[config.mk]
export PLATFORM = sky130hd
export DESIGN_NAME = array_min_priority_queue
export DESIGN_NICKNAME = d
export VERILOG_FILES = /design/src/rtl/apq_pkg.sv /design/src/rtl/apq_ram.sv /design/src/rtl/array_min_priority_queue.sv
export SDC_FILE = /design/constraint.sdc
export NUM_CORES = 1
export LEC_CHECK = 0
export BUFFER_PORTS_ARGS = -buffer_cell sky130_fd_sc_hd__buf_2
export CELL_PAD_IN_SITES_DETAIL_PLACEMENT = 1
export CELL_PAD_IN_SITES_GLOBAL_PLACEMENT = 1
export CORE_MARGIN = 2
export CORE_UTILIZATION = 55
export DETAILED_ROUTE_END_ITERATION = 6
export HOLD_SLACK_MARGIN = 0.15
export PLACE_DENSITY = 0.88
export SETUP_SLACK_MARGIN = 0.02
export SYNTH_ARGS = -nofsm -noshare
export SYNTH_HDL_FRONTEND = slang
export SYNTH_SLANG_ARGS = --single-unit
[constraint.sdc]
create_clock -name clock -period 7.5 [get_ports clock]
set_clock_uncertainty 0.2 [all_clocks]
set_input_delay 0.375 -clock clock [delete_from_list [all_inputs] [get_ports clock]]
set_output_delay 0.375 -clock clock [all_outputs]
set_load 0.02 [all_outputs]
[src/rtl/apq_pkg.sv]
// Shared constants for the array-based minimum priority queue.
package apq_pkg;

   // Field widths of one item.
   localparam int VALUE_W  = 32;
   localparam int RANK_W   = 16;
   localparam int STATUS_W = 2;
   localparam int FILL_W   = 5;
   localparam int ENTRY_W  = VALUE_W + RANK_W;

   // Packed stream widths, padded to whole bytes.
   localparam int REQ_TDATA_W = 48;
   localparam int RSP_PAD_W   = 3;
   localparam int RSP_TDATA_W = VALUE_W + RANK_W + FILL_W + RSP_PAD_W;

   // Request command codes.
   localparam logic CMD_ENQUEUE = 1'b0;
   localparam logic CMD_DEQUEUE = 1'b1;

   // Result status codes.
   localparam logic [STATUS_W-1:0] STATUS_ENQUEUED = 2'd0;
   localparam logic [STATUS_W-1:0] STATUS_DEQUEUED = 2'd1;
   localparam logic [STATUS_W-1:0] STATUS_EMPTY    = 2'd2;
   localparam logic [STATUS_W-1:0] STATUS_FULL     = 2'd3;

endpackage

[src/rtl/apq_ram.sv]
// Simple dual-port RAM: one write port, one read port with registered data.
module apq_ram #(
   parameter int WIDTH = 48,
   parameter int DEPTH = 16
) (
   input  logic                     clock,
   input  logic                     wr_en,
   input  logic [$clog2(DEPTH)-1:0] wr_addr,
   input  logic [WIDTH-1:0]         wr_data,
   input  logic                     rd_en,
   input  logic [$clog2(DEPTH)-1:0] rd_addr,
   output logic [WIDTH-1:0]         rd_data
);

   logic [WIDTH-1:0] mem_ff [DEPTH];
   logic [WIDTH-1:0] rd_data_ff;

   // Write and registered read.
   always_ff @(posedge clock) begin
      if (wr_en) begin
         mem_ff[wr_addr] <= wr_data;
      end
      if (rd_en) begin
         rd_data_ff <= mem_ff[rd_addr];
      end
   end

   assign rd_data = rd_data_ff;

endmodule

[src/rtl/array_min_priority_queue.sv]
// Channel | Direction | Ports      | Contents (lowest bit first)
// req     | in        | req_t*     | tuser: command; tdata: item_value, item_rank
// rsp     | out       | rsp_t*     | tuser: status; tdata: removed_value, removed_rank,
//         |           |            |        fill_level, zero pad
//
// An enqueue, or a dequeue from an empty queue, holds the block from idle into the finish
// state, where its result is registered once the output register is free.
// A dequeue holds it while it scans every held entry through the single read port, then
// moves each later entry down one place, then registers its result in the finish state.
// Reset is synchronous and empties the queue; the store itself is not cleared.
// A new item is taken only while idle; a result waiting on rsp_tready stalls the last step.
module array_min_priority_queue #(
   parameter int QUEUE_DEPTH = 16
) (
   input  logic                             clock,
   input  logic                             reset,
   input  logic                             req_tvalid,
   output logic                             req_tready,
   // [31:0] item_value, [47:32] item_rank
   input  logic [apq_pkg::REQ_TDATA_W-1:0]  req_tdata,
   // [0] command
   input  logic [0:0]                       req_tuser,
   output logic                             rsp_tvalid,
   input  logic                             rsp_tready,
   // [31:0] removed_value, [47:32] removed_rank, [52:48] fill_level, [55:53] zero
   output logic [apq_pkg::RSP_TDATA_W-1:0]  rsp_tdata,
   // [1:0] status
   output logic [apq_pkg::STATUS_W-1:0]     rsp_tuser
);

   localparam int IDX_W = $clog2(QUEUE_DEPTH);
   localparam int CNT_W = $clog2(QUEUE_DEPTH + 1);
   localparam logic [CNT_W-1:0] DEPTH_CNT = CNT_W'(QUEUE_DEPTH);

   typedef enum logic [1:0] {
      S_IDLE,
      S_SCAN,
      S_SHIFT,
      S_FINISH
   } state_type;

   state_type state_ff, state_in;

   logic [CNT_W-1:0]                 occ_ff, occ_in;
   logic [CNT_W-1:0]                 addr_ff, addr_in;
   logic                             pend_ff, pend_in;
   logic [IDX_W-1:0]                 pend_idx_ff, pend_idx_in;
   logic [IDX_W-1:0]                 best_idx_ff, best_idx_in;
   logic [apq_pkg::VALUE_W-1:0]      best_value_ff, best_value_in;
   logic [apq_pkg::RANK_W-1:0]       best_rank_ff, best_rank_in;
   logic [apq_pkg::STATUS_W-1:0]     res_status_ff, res_status_in;
   logic                             rsp_valid_ff, rsp_valid_in;
   logic [apq_pkg::STATUS_W-1:0]     rsp_status_ff, rsp_status_in;
   logic [apq_pkg::VALUE_W-1:0]      rsp_value_ff, rsp_value_in;
   logic [apq_pkg::RANK_W-1:0]       rsp_rank_ff, rsp_rank_in;
   logic [apq_pkg::FILL_W-1:0]       rsp_fill_ff, rsp_fill_in;

   logic                             wr_en;
   logic [IDX_W-1:0]                 wr_addr;
   logic [apq_pkg::ENTRY_W-1:0]      wr_data;
   logic                             rd_en;
   logic [IDX_W-1:0]                 rd_addr;
   logic [apq_pkg::ENTRY_W-1:0]      rd_data;

   logic                             req_accept;
   logic                             in_cmd;
   logic [apq_pkg::VALUE_W-1:0]      in_value;
   logic [apq_pkg::RANK_W-1:0]       in_rank;
   logic [apq_pkg::VALUE_W-1:0]      rd_value;
   logic [apq_pkg::RANK_W-1:0]       rd_rank;
   logic                             rank_less;
   logic                             take_new;
   logic                             issue;
   logic                             out_free;

   // Entry store: rank in the upper bits, value in the lower bits.
   apq_ram #(
      .WIDTH (apq_pkg::ENTRY_W),
      .DEPTH (QUEUE_DEPTH)
   ) u_apq_ram (
      .clock   (clock),
      .wr_en   (wr_en),
      .wr_addr (wr_addr),
      .wr_data (wr_data),
      .rd_en   (rd_en),
      .rd_addr (rd_addr),
      .rd_data (rd_data)
   );

   // Unpack the request and the read data.
   assign req_tready = (state_ff == S_IDLE);
   assign req_accept = req_tvalid && req_tready;
   assign in_cmd     = req_tuser[0];
   assign in_value   = req_tdata[apq_pkg::VALUE_W-1:0];
   assign in_rank    = req_tdata[apq_pkg::ENTRY_W-1:apq_pkg::VALUE_W];
   assign rd_value   = rd_data[apq_pkg::VALUE_W-1:0];
   assign rd_rank    = rd_data[apq_pkg::ENTRY_W-1:apq_pkg::VALUE_W];

   // The rank comparator; strict less-than keeps the earliest entry on a tie.
   assign rank_less = (rd_rank < best_rank_ff);
   assign take_new  = pend_ff && ((pend_idx_ff == '0) || rank_less);
   assign issue     = (addr_ff < occ_ff);
   assign out_free  = !rsp_valid_ff || rsp_tready;

   // Sequencer next-state logic.
   always_comb begin
      state_in      = state_ff;
      occ_in        = occ_ff;
      addr_in       = addr_ff;
      pend_in       = 1'b0;
      pend_idx_in   = pend_idx_ff;
      best_idx_in   = best_idx_ff;
      best_value_in = best_value_ff;
      best_rank_in  = best_rank_ff;
      res_status_in = res_status_ff;
      rsp_valid_in  = rsp_valid_ff && !rsp_tready;
      rsp_status_in = rsp_status_ff;
      rsp_value_in  = rsp_value_ff;
      rsp_rank_in   = rsp_rank_ff;
      rsp_fill_in   = rsp_fill_ff;
      wr_en         = 1'b0;
      wr_addr       = pend_idx_ff - 1'b1;
      wr_data       = rd_data;
      rd_en         = 1'b0;
      rd_addr       = addr_ff[IDX_W-1:0];

      case (state_ff)
         S_IDLE: begin
            if (req_accept) begin
               if (in_cmd == apq_pkg::CMD_ENQUEUE) begin
                  state_in = S_FINISH;
                  if (occ_ff == DEPTH_CNT) begin
                     res_status_in = apq_pkg::STATUS_FULL;
                  end else begin
                     wr_en         = 1'b1;
                     wr_addr       = occ_ff[IDX_W-1:0];
                     wr_data       = {in_rank, in_value};
                     occ_in        = occ_ff + 1'b1;
                     res_status_in = apq_pkg::STATUS_ENQUEUED;
                  end
               end else if (occ_ff == '0) begin
                  state_in      = S_FINISH;
                  res_status_in = apq_pkg::STATUS_EMPTY;
               end else begin
                  state_in      = S_SCAN;
                  addr_in       = '0;
                  res_status_in = apq_pkg::STATUS_DEQUEUED;
               end
            end
         end

         // Read every held entry in order and keep the smallest rank seen.
         S_SCAN: begin
            if (take_new) begin
               best_idx_in   = pend_idx_ff;
               best_value_in = rd_value;
               best_rank_in  = rd_rank;
            end
            if (issue) begin
               rd_en       = 1'b1;
               pend_in     = 1'b1;
               pend_idx_in = addr_ff[IDX_W-1:0];
               addr_in     = addr_ff + 1'b1;
            end else begin
               state_in = S_SHIFT;
               addr_in  = CNT_W'(best_idx_in) + 1'b1;
            end
         end

         // Move each later entry down one place to close the gap.
         S_SHIFT: begin
            if (pend_ff) begin
               wr_en = 1'b1;
            end
            if (issue) begin
               rd_en       = 1'b1;
               pend_in     = 1'b1;
               pend_idx_in = addr_ff[IDX_W-1:0];
               addr_in     = addr_ff + 1'b1;
            end else begin
               state_in = S_FINISH;
               occ_in   = occ_ff - 1'b1;
            end
         end

         // Load the output register once it is free.
         S_FINISH: begin
            if (out_free) begin
               state_in      = S_IDLE;
               rsp_valid_in  = 1'b1;
               rsp_status_in = res_status_ff;
               rsp_fill_in   = apq_pkg::FILL_W'(occ_ff);
               if (res_status_ff == apq_pkg::STATUS_DEQUEUED) begin
                  rsp_value_in = best_value_ff;
                  rsp_rank_in  = best_rank_ff;
               end else begin
                  rsp_value_in = '0;
                  rsp_rank_in  = '0;
               end
            end
         end

         default: begin
            state_in = S_IDLE;
         end
      endcase
   end

   // State, counters and the output register.
   always_ff @(posedge clock) begin
      addr_ff       <= addr_in;
      pend_idx_ff   <= pend_idx_in;
      best_idx_ff   <= best_idx_in;
      best_value_ff <= best_value_in;
      best_rank_ff  <= best_rank_in;
      res_status_ff <= res_status_in;
      rsp_status_ff <= rsp_status_in;
      rsp_value_ff  <= rsp_value_in;
      rsp_rank_ff   <= rsp_rank_in;
      rsp_fill_ff   <= rsp_fill_in;
      if (reset) begin
         state_ff     <= S_IDLE;
         occ_ff       <= '0;
         pend_ff      <= 1'b0;
         rsp_valid_ff <= 1'b0;
      end else begin
         state_ff     <= state_in;
         occ_ff       <= occ_in;
         pend_ff      <= pend_in;
         rsp_valid_ff <= rsp_valid_in;
      end
   end

   assign rsp_tvalid = rsp_valid_ff;
   assign rsp_tuser  = rsp_status_ff;
   assign rsp_tdata  = {{apq_pkg::RSP_PAD_W{1'b0}}, rsp_fill_ff, rsp_rank_ff, rsp_value_ff};

endmodule

Yosys cells after proc, flatten, opt, wreduce, memory -nomap -nowiden
Memories as Yosys holds them, arrays and structs flattened. A register that Yosys moved wholly into a read port is not among the register bits. Cells that the tools add are included.

Register bits after elaboration: 127. RAM bits: 768. Input bits: 53. Output and inout port bits: 60. Logic and storage cells: 98. Memories: 1.

Memory list: u_apq_ram.mem_ff (depth 16, bits a word 48, read ports 1, clocked after Yosys merged registers in 1, write ports 1, line apq_ram.sv:15) `logic [WIDTH-1:0] mem_ff [DEPTH];`.

Add/subtract/negate cells: 5. Magnitude comparators: 2. Equal/unequal tests: 14. Multiplexer cells: 42. Reductions and logical operators: 20.

Operators with widths (count): $mux W48 (4); $mux W5 (9); $mux W4 (6); $mux W2 (9); $lt A16 B16 Y1 (1); $pmux W5 S3 (1); $ne A2 B2 Y1 const B (7); $add A5 B1 Y5 const B (2); $mux W1 (10); $pmux W5 S2 (1); $reduce_and A5 Y1 (2); $pmux W2 S4 (1); $reduce_and A2 Y1 (4); $add A4 B1 Y5 const B (1); $eq A5 B5 Y1 const B (1); $logic_not A5 Y1 (1); $lt A5 B5 Y1 (1); $sub A5 B1 Y5 const B (1); $eq A2 B1 Y1 const B (2); $eq A2 B2 Y1 const B (2); $logic_not A4 Y1 (1); $ne A2 B1 Y1 const B (2); $reduce_and A4 Y1 (1); $sub A4 B1 Y4 const B (1); 8 further kinds (12).

Longest topological paths before layout
Gate-level depths: netlist (run 1).

Word-level depth: 8. Mapped depth: 10. Mapped depth without buffers: 10.

By module
From an unflattened synthesis (run 1), not the netlist that was laid out.

Cell total of the unflattened synthesis: 1671. Area total of the unflattened synthesis: 36139.7 µm².

By module, submodules not included: apq_ram (instances 1, cells each 1242, area each 30171.4 µm², seq. area each 24503.5 µm²); array_min_priority_queue (instances 1, cells each 429, area each 5968.2 µm², seq. area each 3723.6 µm²).

Least setup slack after synthesis (run 1)
Ideal clock, no wire load.

Path type: reg2reg. Start: reg state_ff[0]. End: mem u_apq_ram.mem_ff[13][0], enable pin. Setup time: 0.454 ns. Data arrival time: 3.783 ns. Data required time: 6.846 ns. Path slack: 3.063 ns. Stages on the path, launching flop included: 10. Path buffers: 1. Clock period less this slack: 4.437 ns. Path through: dfxtp_1 > inv_1 > ha_1 > nand2_1 > a211o_1 > buf_2 > nand2_1 > a21boi_1 > nand2_1 > nor2_1.

Cells in the longest elaborated chain, start to end: 6. Elaborated cells between the ends (all ways): 9. Those cells by class: 1 x eq/ne; 6 x mux; 2 x reduce/logical.

Ends and longest elaborated chain: start: declaration (line array_min_priority_queue.sv:42) `state_type state_ff, state_in;`; start signal: assignment (line array_min_priority_queue.sv:227) `state_ff <= state_in;`; $logic_not A2 Y1 (*) (line array_min_priority_queue.sv:91) `assign req_tready = (state_ff == S_IDLE);`; net req_tready (line array_min_priority_queue.sv:18) `output logic req_tready,`; $logic_and A1 B1 Y1 (line array_min_priority_queue.sv:92) `assign req_accept = req_tvalid && req_tready;`; $mux W1 (line array_min_priority_queue.sv:129) `if (req_accept) begin`; $pmux W1 S2 (line array_min_priority_queue.sv:127) `case (state_ff)`; $mux W1 (line apq_ram.sv:20) `if (wr_en) begin`; $mux W1 (implied by the code) (line apq_ram.sv:21) `mem_ff[wr_addr] <= wr_data;`; end: declaration (line apq_ram.sv:15).

The timed path passes the listed nets; every way through them passes the cells marked *.

Worst setup path after layout (run 1)
Start: reg state_ff[0]. End: mem u_apq_ram.mem_ff[1][6], enable pin.

Cells in the longest elaborated chain, start to end: 6. Elaborated cells between the ends (all ways): 9. Those cells by class: 1 x eq/ne; 6 x mux; 2 x reduce/logical.

Ends and longest elaborated chain (line): $logic_not A2 Y1 (array_min_priority_queue.sv:91, array_min_priority_queue.sv:127); $logic_and A1 B1 Y1 (array_min_priority_queue.sv:92); $mux W1 (array_min_priority_queue.sv:129); $pmux W1 S2 (array_min_priority_queue.sv:127); $mux W1 (apq_ram.sv:20); $mux W1 (implied by the code) (apq_ram.sv:21).

Parallel ways exist; a longest one is shown, timed or not.

==> out/metrics.yaml, run 1 <==
status: "complete, no violations"
start_kind: "flop"
syn_avg_cell_area_um2: 23.08
ys_top_cells_by_count: "edfxtp_1 (934), mux4_2 (237), and2_1 (50)"
first_pass_iters: 5
report.final.slew_viol_count: 0
start_util: 0.5544
cts_tree: "done"
synth_area_leaders: "edfxtp_1 (77%), mux4_2 (15%), mux2_2 (1.2%)"
ctsHtreeMaxLevel: 3
period_share: 0.6174
synth_flop_cell: "edfxtp_1"
worst_slew_pin_slew_ns: 1.282
r2r_start: "state_ff[0]$_SDFFE_PP0P_"
drive_gt1_frac: 0.3128
grt_start_max_net_pins: 97
hold_buffers: 40
synth-edff-count: 934
critPathMaxFanout: 49
synth_top_area_frac: 0.7694
p_leak_nw: 13.23
io_buffers: 109
min-delay-start: "req_tdata[28]"
whs_ns: 0.1879
synth.yosys.seq_area_share: 0.7744
syn_inst: 1579
ys_warn_count: 0
cts_made_buffers: 92
reg2reg_depth: 10
post_cts_resized: 0
synthDistinctLibCells: 53
crit_type: "reg2reg"
grt_usage: 0.2937
crit-reg2reg-capture: "u_apq_ram.mem_ff[1][6]$_DFFE_PP_"
cp-end-kind: "flop"
yosysMostFrequentCell: "edfxtp_1"
ys_ff_latch: 943
ant_nets: 0
antenna_cells: 0
nFillCells: 5265
antenna_found_initial: 0
wl_per_cell_um: 35.88
critPathLaunch: "state_ff[0]$_SDFFE_PP0P_"
cap_violations: 0
synth_top_area_cell: "edfxtp_1"
std_cell_rows: 94
coreArea_um2: 65750
fin_nets: 1864
syn_area_um2: 36450
avgViaCountPerCell: 6.783
power_density_nw_per_um2: 401.3
grt_pass1_wl_um: 140700
cp_data_arrival_time_ns: 4.70
slew_headroom: 0.1454
clock-sinks: 943
post_cts_buffers: 0
ctsLongestPathBuffers: 3
routabilityCongestion: 0.7686
ir_drop_v: 0.0002851
path_clk_slew_ns: 0.08
die_h_um: 261.4
tns_ns: 0
area_growth_pct: 13.54
synthArstFlopShare: 0
max_freq_mhz: 215.9
ios: 113
fin_crit_ns: 4.631
final_hold_viol_count: 0
clk_latency_ns: 0.66
drc: 0
wirelength_um: 97510
grt-ovfl-total: 0
die_x_um: 261.4
cts_root_buf: "clkbuf_16"
power.total_mw: 16.61
setup_viol: 0
hp-class: "in2reg"
die_area_um2: 68350
initialDrtViolationCount: 2972
endpoint: "u_apq_ram.mem_ff[1][6]$_DFFE_PP_"
worstPathRequired_ns: 7.57
rsz0062_at_grt: "no"
hpwl_um: 45250
ff2ff_setup_slack_ns: 2.87
grt_pass1_vias: 19150
vias: 18440
critical path, stage by stage (launching register included):
cell and delay (ns):
dfxtp_1 0.38, inv_1 0.08, ha_1 0.29, nand2_1 0.15, a211o_2 0.13, buf_4 0.77
nand2_1 0.21, o21ai_1 0.24, nand2_1 0.34, nor2_4 0.71, buf_4 0.70
layout make-up:
class,instances,area (um2),area share
well taps,864,1081,0.02612
inverters,29,108.9,0.002630
multi-input cells,536,7820,0.1889
clock buffers,111,2384,0.05759
flip-flops and latches,943,28230,0.6820
clock inverters,56,583.1,0.01409
repair buffers,179,1184,0.02860
cell families (layout without fill, tap and decap cells):
group                    Yosys count  in the layout  synth area share
adder cells (fa/ha/maj)           30             30           0.01050
buffers and inverters            102            375           0.01527
flip-flops                       943            943            0.7744
AO/OA/AOI/OAI                     54             54           0.01033
other                              1              3         0.0001029
AND/OR/NAND/NOR                  139            139           0.02032
XOR/XNOR                          15             15          0.003604
multiplexers                     295            295            0.1655
metal layers:
layer	track usage	routed length (um)	up-vias
met5	0	0	-
met4	0.1253	3803	0
met3	0.04897	9441	239
li1	-	-	7008
met1	0.4126	36580	9729
met2	0.4644	47690	1461
placed cells by master (no fill, tap or decap), types with 4 or more instances in the layout:
cell type      count
o21ai_0            8
nand2_1           18
edfxtp_1         934
nor2_4            16
nand3_1            5
xnor2_1            9
nand4_1            5
o21ai_1            4
o22ai_1            5
clkinv_2          19
ha_1              29
nor2b_1            8
nor3_1             7
inv_1             26
a21oi_1           14
mux2_2            40
clkbuf_1          18
clkbuf_16         92
clkinv_1          15
bufinv_16         11
nor2_1            16
buf_2            109
inv_6              6
mux2_1            12
and2_1            49
xor2_1             6
mux4_2           237
buf_4             29
dlygate4sd3_1     40
a31oi_1            5
dfxtp_1            9
report_power, final:
group,switching (mW),leakage (nW),total (mW),internal (mW)
Sequential,0.330,8.51,7.45,7.12
Clock,2.06,1.46,4.71,2.65
Combinational,2.67,3.26,4.45,1.77
state kept, by name, indices dropped and copies added (netlist names):
register	cells
pend_idx_ff	4
best_idx_ff	4
res_status_ff	2
rsp_rank_ff	16
rsp_fill_ff	5
occ_ff	5
state_ff	2
u_apq_ram.rd_data	48
rsp_tvalid	1
best_value_ff	32
rsp_tuser	2
pend_ff	1
u_apq_ram.mem_ff	768
addr_ff	5
rsp_value_ff	32
best_rank_ff	16
stage by stage:
| step | setup WS, ns | util | instances | area, um2 |
|---|---|---|---|---|
| after floorplan | 3.063 | - | 1581 | 36460 |
| after global placement | 3.192 | 0.5783 | 2511 | 38020 |
| after detailed placement | 3.063 | 0.5783 | 2511 | 38020 |
| after CTS | 2.925 | 0.6295 | 2718 | 41390 |
| after global routing | 2.725 | 0.6295 | 2718 | 41390 |
| final | 2.869 | 0.6295 | 2718 | 41390 |
worst min path at each step:
stage | slack (ns) | end | cells past startpoint
4_1_cts | 0.15 | u_apq_ram.mem_ff[13][32]$_DFFE_PP_ | 2
3_5_place_dp | 0.24 | best_value_ff[2]$_DFFE_PP_ | 0
3_3_place_gp | 0.23 | best_value_ff[5]$_DFFE_PP_ | 0
2_1_floorplan | 0.21 | rsp_fill_ff[4]$_DFFE_PP_ | 0
5_1_grt | 0.19 | u_apq_ram.mem_ff[8][28]$_DFFE_PP_ | 2
6_report | 0.19 | u_apq_ram.mem_ff[8][28]$_DFFE_PP_ | 2
Note: power is estimated with default switching activity, not from simulation.
==> run 2: changes to the inputs <==
Settings changed: CORE_UTILIZATION 55 to 50, PLACE_DENSITY 0.88 to 0.85.
Clock period 7.5 ns to 3.9 ns, I/O delays scaled along.
==> run 2 against run 1 <==
Against the previous run: register-to-register slack got worse by 2.8 ns; global-route usage down 3.3 points; non-clock buffer count increased by 34; routed wire length shrank 1.6%; clock power is 86% higher; via count shrank 1.9%; worst hold slack worse by 0.0027 ns; sequential share of layout area decreased by 0.75 points; clock-buffer cell count up 3; largest power group unchanged; highest routed layer is now met5.
==> out/metrics.yaml, run 2 (synthesis results as in run 1) <==
status: "complete, no violations"
start_kind: "flop"
holdPathEnd: "u_apq_ram.mem_ff[15][40]$_DFFE_PP_"
drc: 0
final_cell_mix: "edfxtp_1 (934), mux4_2 (237), buf_2 (109), clkbuf_16 (90), dlygate4sd3_1 (53)"
tns_ns: 0
antenna_cells: 0
hp-class: "in2reg"
crit-reg2reg-capture: "u_apq_ram.mem_ff[8][6]$_DFFE_PP_"
first_pass_iters: 5
nFillCells: 6103
wirelength_um: 95970
crit_top_cell: "nand2_1"
largest_reg_flops: 768
start_util: 0.5022
ant_nets: 0
crit_type: "reg2reg"
io_buffers: 109
ctsLongestPathBuffers: 3
cpPeakStageDelay_ns: 0.51
worst_slew_pin_slew_ns: 1.263
fin_area_um2: 41850
routabilityCongestion: 0.7745
period_share: 0.9856
cp_top_family: "simple AND/OR/NAND/NOR gates"
place_area_um2: 38420
holdPathStages: 2
path_clk_slew_ns: 0.07
cts_root_buf: "clkbuf_16"
power_density_nw_per_um2: 759.2
p_leak_nw: 13.36
reg2reg_depth: 9
wl_per_cell_um: 33.76
cts_made_buffers: 89
ios: 113
cp-end-kind: "flop"
avgViaCountPerCell: 6.364
std_cell_rows: 99
cp_data_arrival_time_ns: 3.92
slowest_stage: "a211o_4"
grt_pass1_vias: 19320
report.final.slew_viol_count: 0
finalNonFillerCells: 2843
grt_usage: 0.2604
die_x_um: 274.0
layout_commonest_cell: "edfxtp_1"
r2r_start: "state_ff[0]$_SDFFE_PP0P_"
rsz0062_at_grt: "no"
cp_cell_sequence: "inv_1, ha_1, nand2_1, a211o_4, nand2_1, a21boi_1, nand2_1, nor2_4, buf_4"
ctsHtreeMaxLevel: 3
ir_drop_v: 0.0004888
power.total_mw: 31.77
grt-ovfl-total: 0
die_area_um2: 75080
fin_nets: 1895
cts_tree: "done"
drive_gt1_frac: 0.3137
hpwl_um: 49950
grt_start_max_net_pins: 118
initialDrtViolationCount: 2135
max_freq_mhz: 260.2
crit_buf_inv: 2
worstPathRequired_ns: 3.97
crit_cells: 9
setup_viol: 0
grt_pass1_wl_um: 139300
ff2ff_setup_slack_ns: 0.06
clk_latency_ns: 0.66
coreArea_um2: 72590
regArea_um2: 28230
cap_violations: 0
slew_headroom: 0.1543
final_hold_viol_count: 0
whs_ns: 0.1852
dp_cells: 2625
clock-sinks: 943
min-delay-start: "req_tdata[40]"
vias: 18090
fin_crit_ns: 3.844
multiInputGateArea_um2: 7836
top_register: "u_apq_ram.mem_ff"
antenna_found_initial: 3
critPathMaxFanout: 26
die_h_um: 274.0
area_growth_pct: 14.80
## run 2: cell count changes in the layout (fill, tap and decap cells not counted), sizes merged
| cell | previous run | this run |
|---|---|---|
| clkbuf | 111 | 114 |
| inv | 35 | 34 |
| dlygate4sd3 | 40 | 53 |
| clkinv | 37 | 32 |
| clkinvlp | 2 | 4 |
| bufinv | 11 | 8 |
| buf | 139 | 160 |
## run 2: how the worst max path moves through the flow
stage	slack (ns)	startpoint	endpoint
finish	0.06	state_ff[0]$_SDFFE_PP0P_	u_apq_ram.mem_ff[8][6]$_DFFE_PP_
global route	0.001	state_ff[0]$_SDFFE_PP0P_	u_apq_ram.mem_ff[8][5]$_DFFE_PP_
CTS	0.07	state_ff[0]$_SDFFE_PP0P_	u_apq_ram.mem_ff[9][31]$_DFFE_PP_
detailed placement	0.26	state_ff[0]$_SDFFE_PP0P_	u_apq_ram.mem_ff[9][31]$_DFFE_PP_
global placement	0.65	u_apq_ram.rd_data[47]$_DFFE_PP_	best_value_ff[18]$_DFFE_PP_
floorplan	-0.54	state_ff[0]$_SDFFE_PP0P_	u_apq_ram.mem_ff[15][0]$_DFFE_PP_
## run 2: what timing repair did
item,CTS,global route
endpoints found under the setup margin,0,340
resized for setup,0,3
hold buffers,53,0
hold endpoints to repair,761,0
buffers inserted,0,2
## run 2: layer usage
| layer | vias to the layer above | track usage | share of wire |
|---|---|---|---|
| met1 | 9532 | 0.3470 | 0.37 |
| met4 | 2 | 0.1066 | 0.033 |
| met3 | 216 | 0.05237 | 0.093 |
| met2 | 1276 | 0.4243 | 0.50 |
| li1 | 7067 | - | - |
| met5 | - | 0 | 0.00010 |
## run 2: area by class of cell
| type | count | share of cell area |
|---|---|---|
| Clock buffer | 114 | 0.05645 |
| Clock inverter | 49 | 0.01187 |
| Inverter | 29 | 0.002601 |
| Multi-Input combinational cell | 536 | 0.1873 |
| Sequential cell | 943 | 0.6745 |
| Tap cell | 959 | 0.02867 |
| Timing Repair Buffer | 213 | 0.03863 |
## run 2: power breakdown
part           leakage (nW)  switching (mW)  internal [mW]  total (mW)
clock                  1.38            3.90           4.84        8.74
combinational          3.47            5.28           3.53        8.81
sequential             8.51           0.541           13.7        14.2
## run 2: through the flow
stage,util,setup slack [ns]
6_report,0.5765,0.05628
5_1_grt,0.5765,0.001304
4_1_cts,0.5759,0.06984
3_5_place_dp,0.5292,0.2629
3_3_place_gp,0.5292,0.6467
2_1_floorplan,-,-0.5368
==> run 3: changes to the inputs <==
--- a/config.mk
+++ b/config.mk
@@ -14,5 +14,5 @@
 export HOLD_SLACK_MARGIN = 0.15
 export PLACE_DENSITY = 0.85
-export SETUP_SLACK_MARGIN = 0.02
+export SETUP_SLACK_MARGIN = 0.1
 export SYNTH_ARGS = -nofsm -noshare
 export SYNTH_HDL_FRONTEND = slang
--- a/constraint.sdc
+++ b/constraint.sdc
@@ -3,3 +3,3 @@
 set_input_delay 0.195 -clock clock [delete_from_list [all_inputs] [get_ports clock]]
 set_output_delay 0.195 -clock clock [all_outputs]
-set_load 0.02 [all_outputs]
+set_load 0.01 [all_outputs]
==> run 3 against run 2 <==
Against the previous run: fmax is 16% higher; cell area rose by 0.43%; first-iteration DRC count decreased by 7.6%; utilization grew 0.25 points; clock power grew 6.1%; sequential power hardly changed; power rose by 0.40%; largest cell class unchanged.
==> out/metrics.yaml, run 3 (synthesis results as in run 1) <==
path_clk_slew_ns: 0.07
first_pass_iters: 7
critPathMaxFanout: 27
crit_buf_inv: 1
post_cts_buffers: 0
start_kind: "flop"
grt_pass1_wl_um: 132900
worstPathRequired_ns: 3.95
cp_data_arrival_time_ns: 3.36
reg2reg_depth: 7
ir_drop_v: 0.0006760
cpPeakStageDelay_ns: 0.48
post_cts_resized: 0
std_cell_rows: 99
dp_worst_setup_slack_ns: 0.6304
area_growth_pct: 15.30
hp-class: "in2reg"
grt_pass1_vias: 19010
crit_cells: 7
fin_area_um2: 42030
ant_nets: 0
power_density_nw_per_um2: 759.0
multiInputGateArea_um2: 7821
fin_util: 0.5790
start_util: 0.5022
clk_latency_ns: 0.64
die_x_um: 274.0
cp_top_family: "compound AO/OA/AOI/OAI gates"
drc: 0
wl_per_cell_um: 31.88
slew_headroom: 0.2639
grt_start_max_net_pins: 108
period_share: 0.8494
initialDrtViolationCount: 1973
holdPathStages: 2
grt_usage: 0.2466
vias: 17580
cap_violations: 0
worst_slew_pin_slew_ns: 1.104
die_area_um2: 75080
cts_root_buf: "clkbuf_16"
wirelength_um: 90330
io_buffers: 109
drive_gt1_frac: 0.3177
tns_ns: 0
status: "complete, no violations"
whs_ns: 0.1994
final_cell_mix: "edfxtp_1 (934), mux4_2 (237), buf_2 (109), clkbuf_16 (93), dlygate4sd3_1 (50)"
nFillCells: 6117
cts_tree: "done"
crit_type: "reg2reg"
cts_made_buffers: 91
max_freq_mhz: 301.9
die_h_um: 274.0
largest_reg_flops: 768
rsz0062_at_grt: "no"
final_hold_viol_count: 0
routabilityCongestion: 0.7579
ctsLongestPathBuffers: 3
p_leak_nw: 13.41
cp-end-kind: "flop"
ctsHtreeMaxLevel: 3
grt-ovfl-total: 0
clock-sinks: 943
layout_commonest_cell: "edfxtp_1"
ios: 113
place_area_um2: 38420
report.final.slew_viol_count: 0
hpwl_um: 44430
setup_ws_ns: 0.5874
avgViaCountPerCell: 6.206
hold_buffers: 50
slowest_stage: "a2bb2oi_1"
coreArea_um2: 72590
antenna_found_initial: 4
regArea_um2: 28230
top_register: "u_apq_ram.mem_ff"
fin_crit_ns: 3.313
cp_cell_sequence: "ha_1, a21oi_1, o21ai_0, a2bb2oi_1, a41oi_4, nor2b_4, buf_4"
ff2ff_setup_slack_ns: 0.59
setup_viol: 0
fin_nets: 1880
[run 3: metrics by stage]
stage	total power, mW	std cells
final	31.90	2833
after global routing	32.96	2832
after global placement	21.99	2613
after detailed placement	22.61	2613
after floorplan	20.03	1581
after CTS	32.00	2832
[run 3: final timing paths]
check / startpoint / to
max: u_apq_ram.rd_data[39]$_DFFE_PP_ / best_value_ff[8]$_DFFE_PP_
min: req_tdata[42] / u_apq_ram.mem_ff[8][42]$_DFFE_PP_
max reg2reg: u_apq_ram.rd_data[39]$_DFFE_PP_ / best_value_ff[8]$_DFFE_PP_
min reg2reg: u_apq_ram.rd_data[21]$_DFFE_PP_ / best_value_ff[21]$_DFFE_PP_
[run 3: cell type report]
class,count,share of cell area
Antenna cell,1,0.00005954
Clock buffer,104,0.05636
Clock inverter,65,0.01756
Inverter,29,0.002590
Multi-Input combinational cell,536,0.1861
Sequential cell,943,0.6716
Tap cell,959,0.02855
Timing Repair Buffer,196,0.03715
[run 3: worst register-to-register path, stage by stage (launching register included)]
cell	delay, ns
edfxtp_1	0.45
ha_1	0.35
a21oi_1	0.24
o21ai_0	0.22
a2bb2oi_1	0.48
a41oi_4	0.31
nor2b_4	0.19
buf_4	0.47
[run 3: where the power goes]
| part | total, mW | switching, mW | internal, mW |
|---|---|---|---|
| Clock | 9.27 | 3.90 | 5.37 |
| Combinational | 8.40 | 4.92 | 3.48 |
| Sequential | 14.2 | 0.547 | 13.7 |
| Total | 31.9 | 9.36 | 22.5 |
[run 3: routing by layer]
| layer | vias to the layer above | GRT usage | wire, um |
|---|---|---|---|
| met5 | - | 0 | 15 |
| met4 | 2 | 0.07795 | 2358 |
| met3 | 172 | 0.04431 | 6600 |
| met2 | 961 | 0.4117 | 45770 |
| met1 | 9406 | 0.3332 | 35590 |
| li1 | 7042 | - | - |
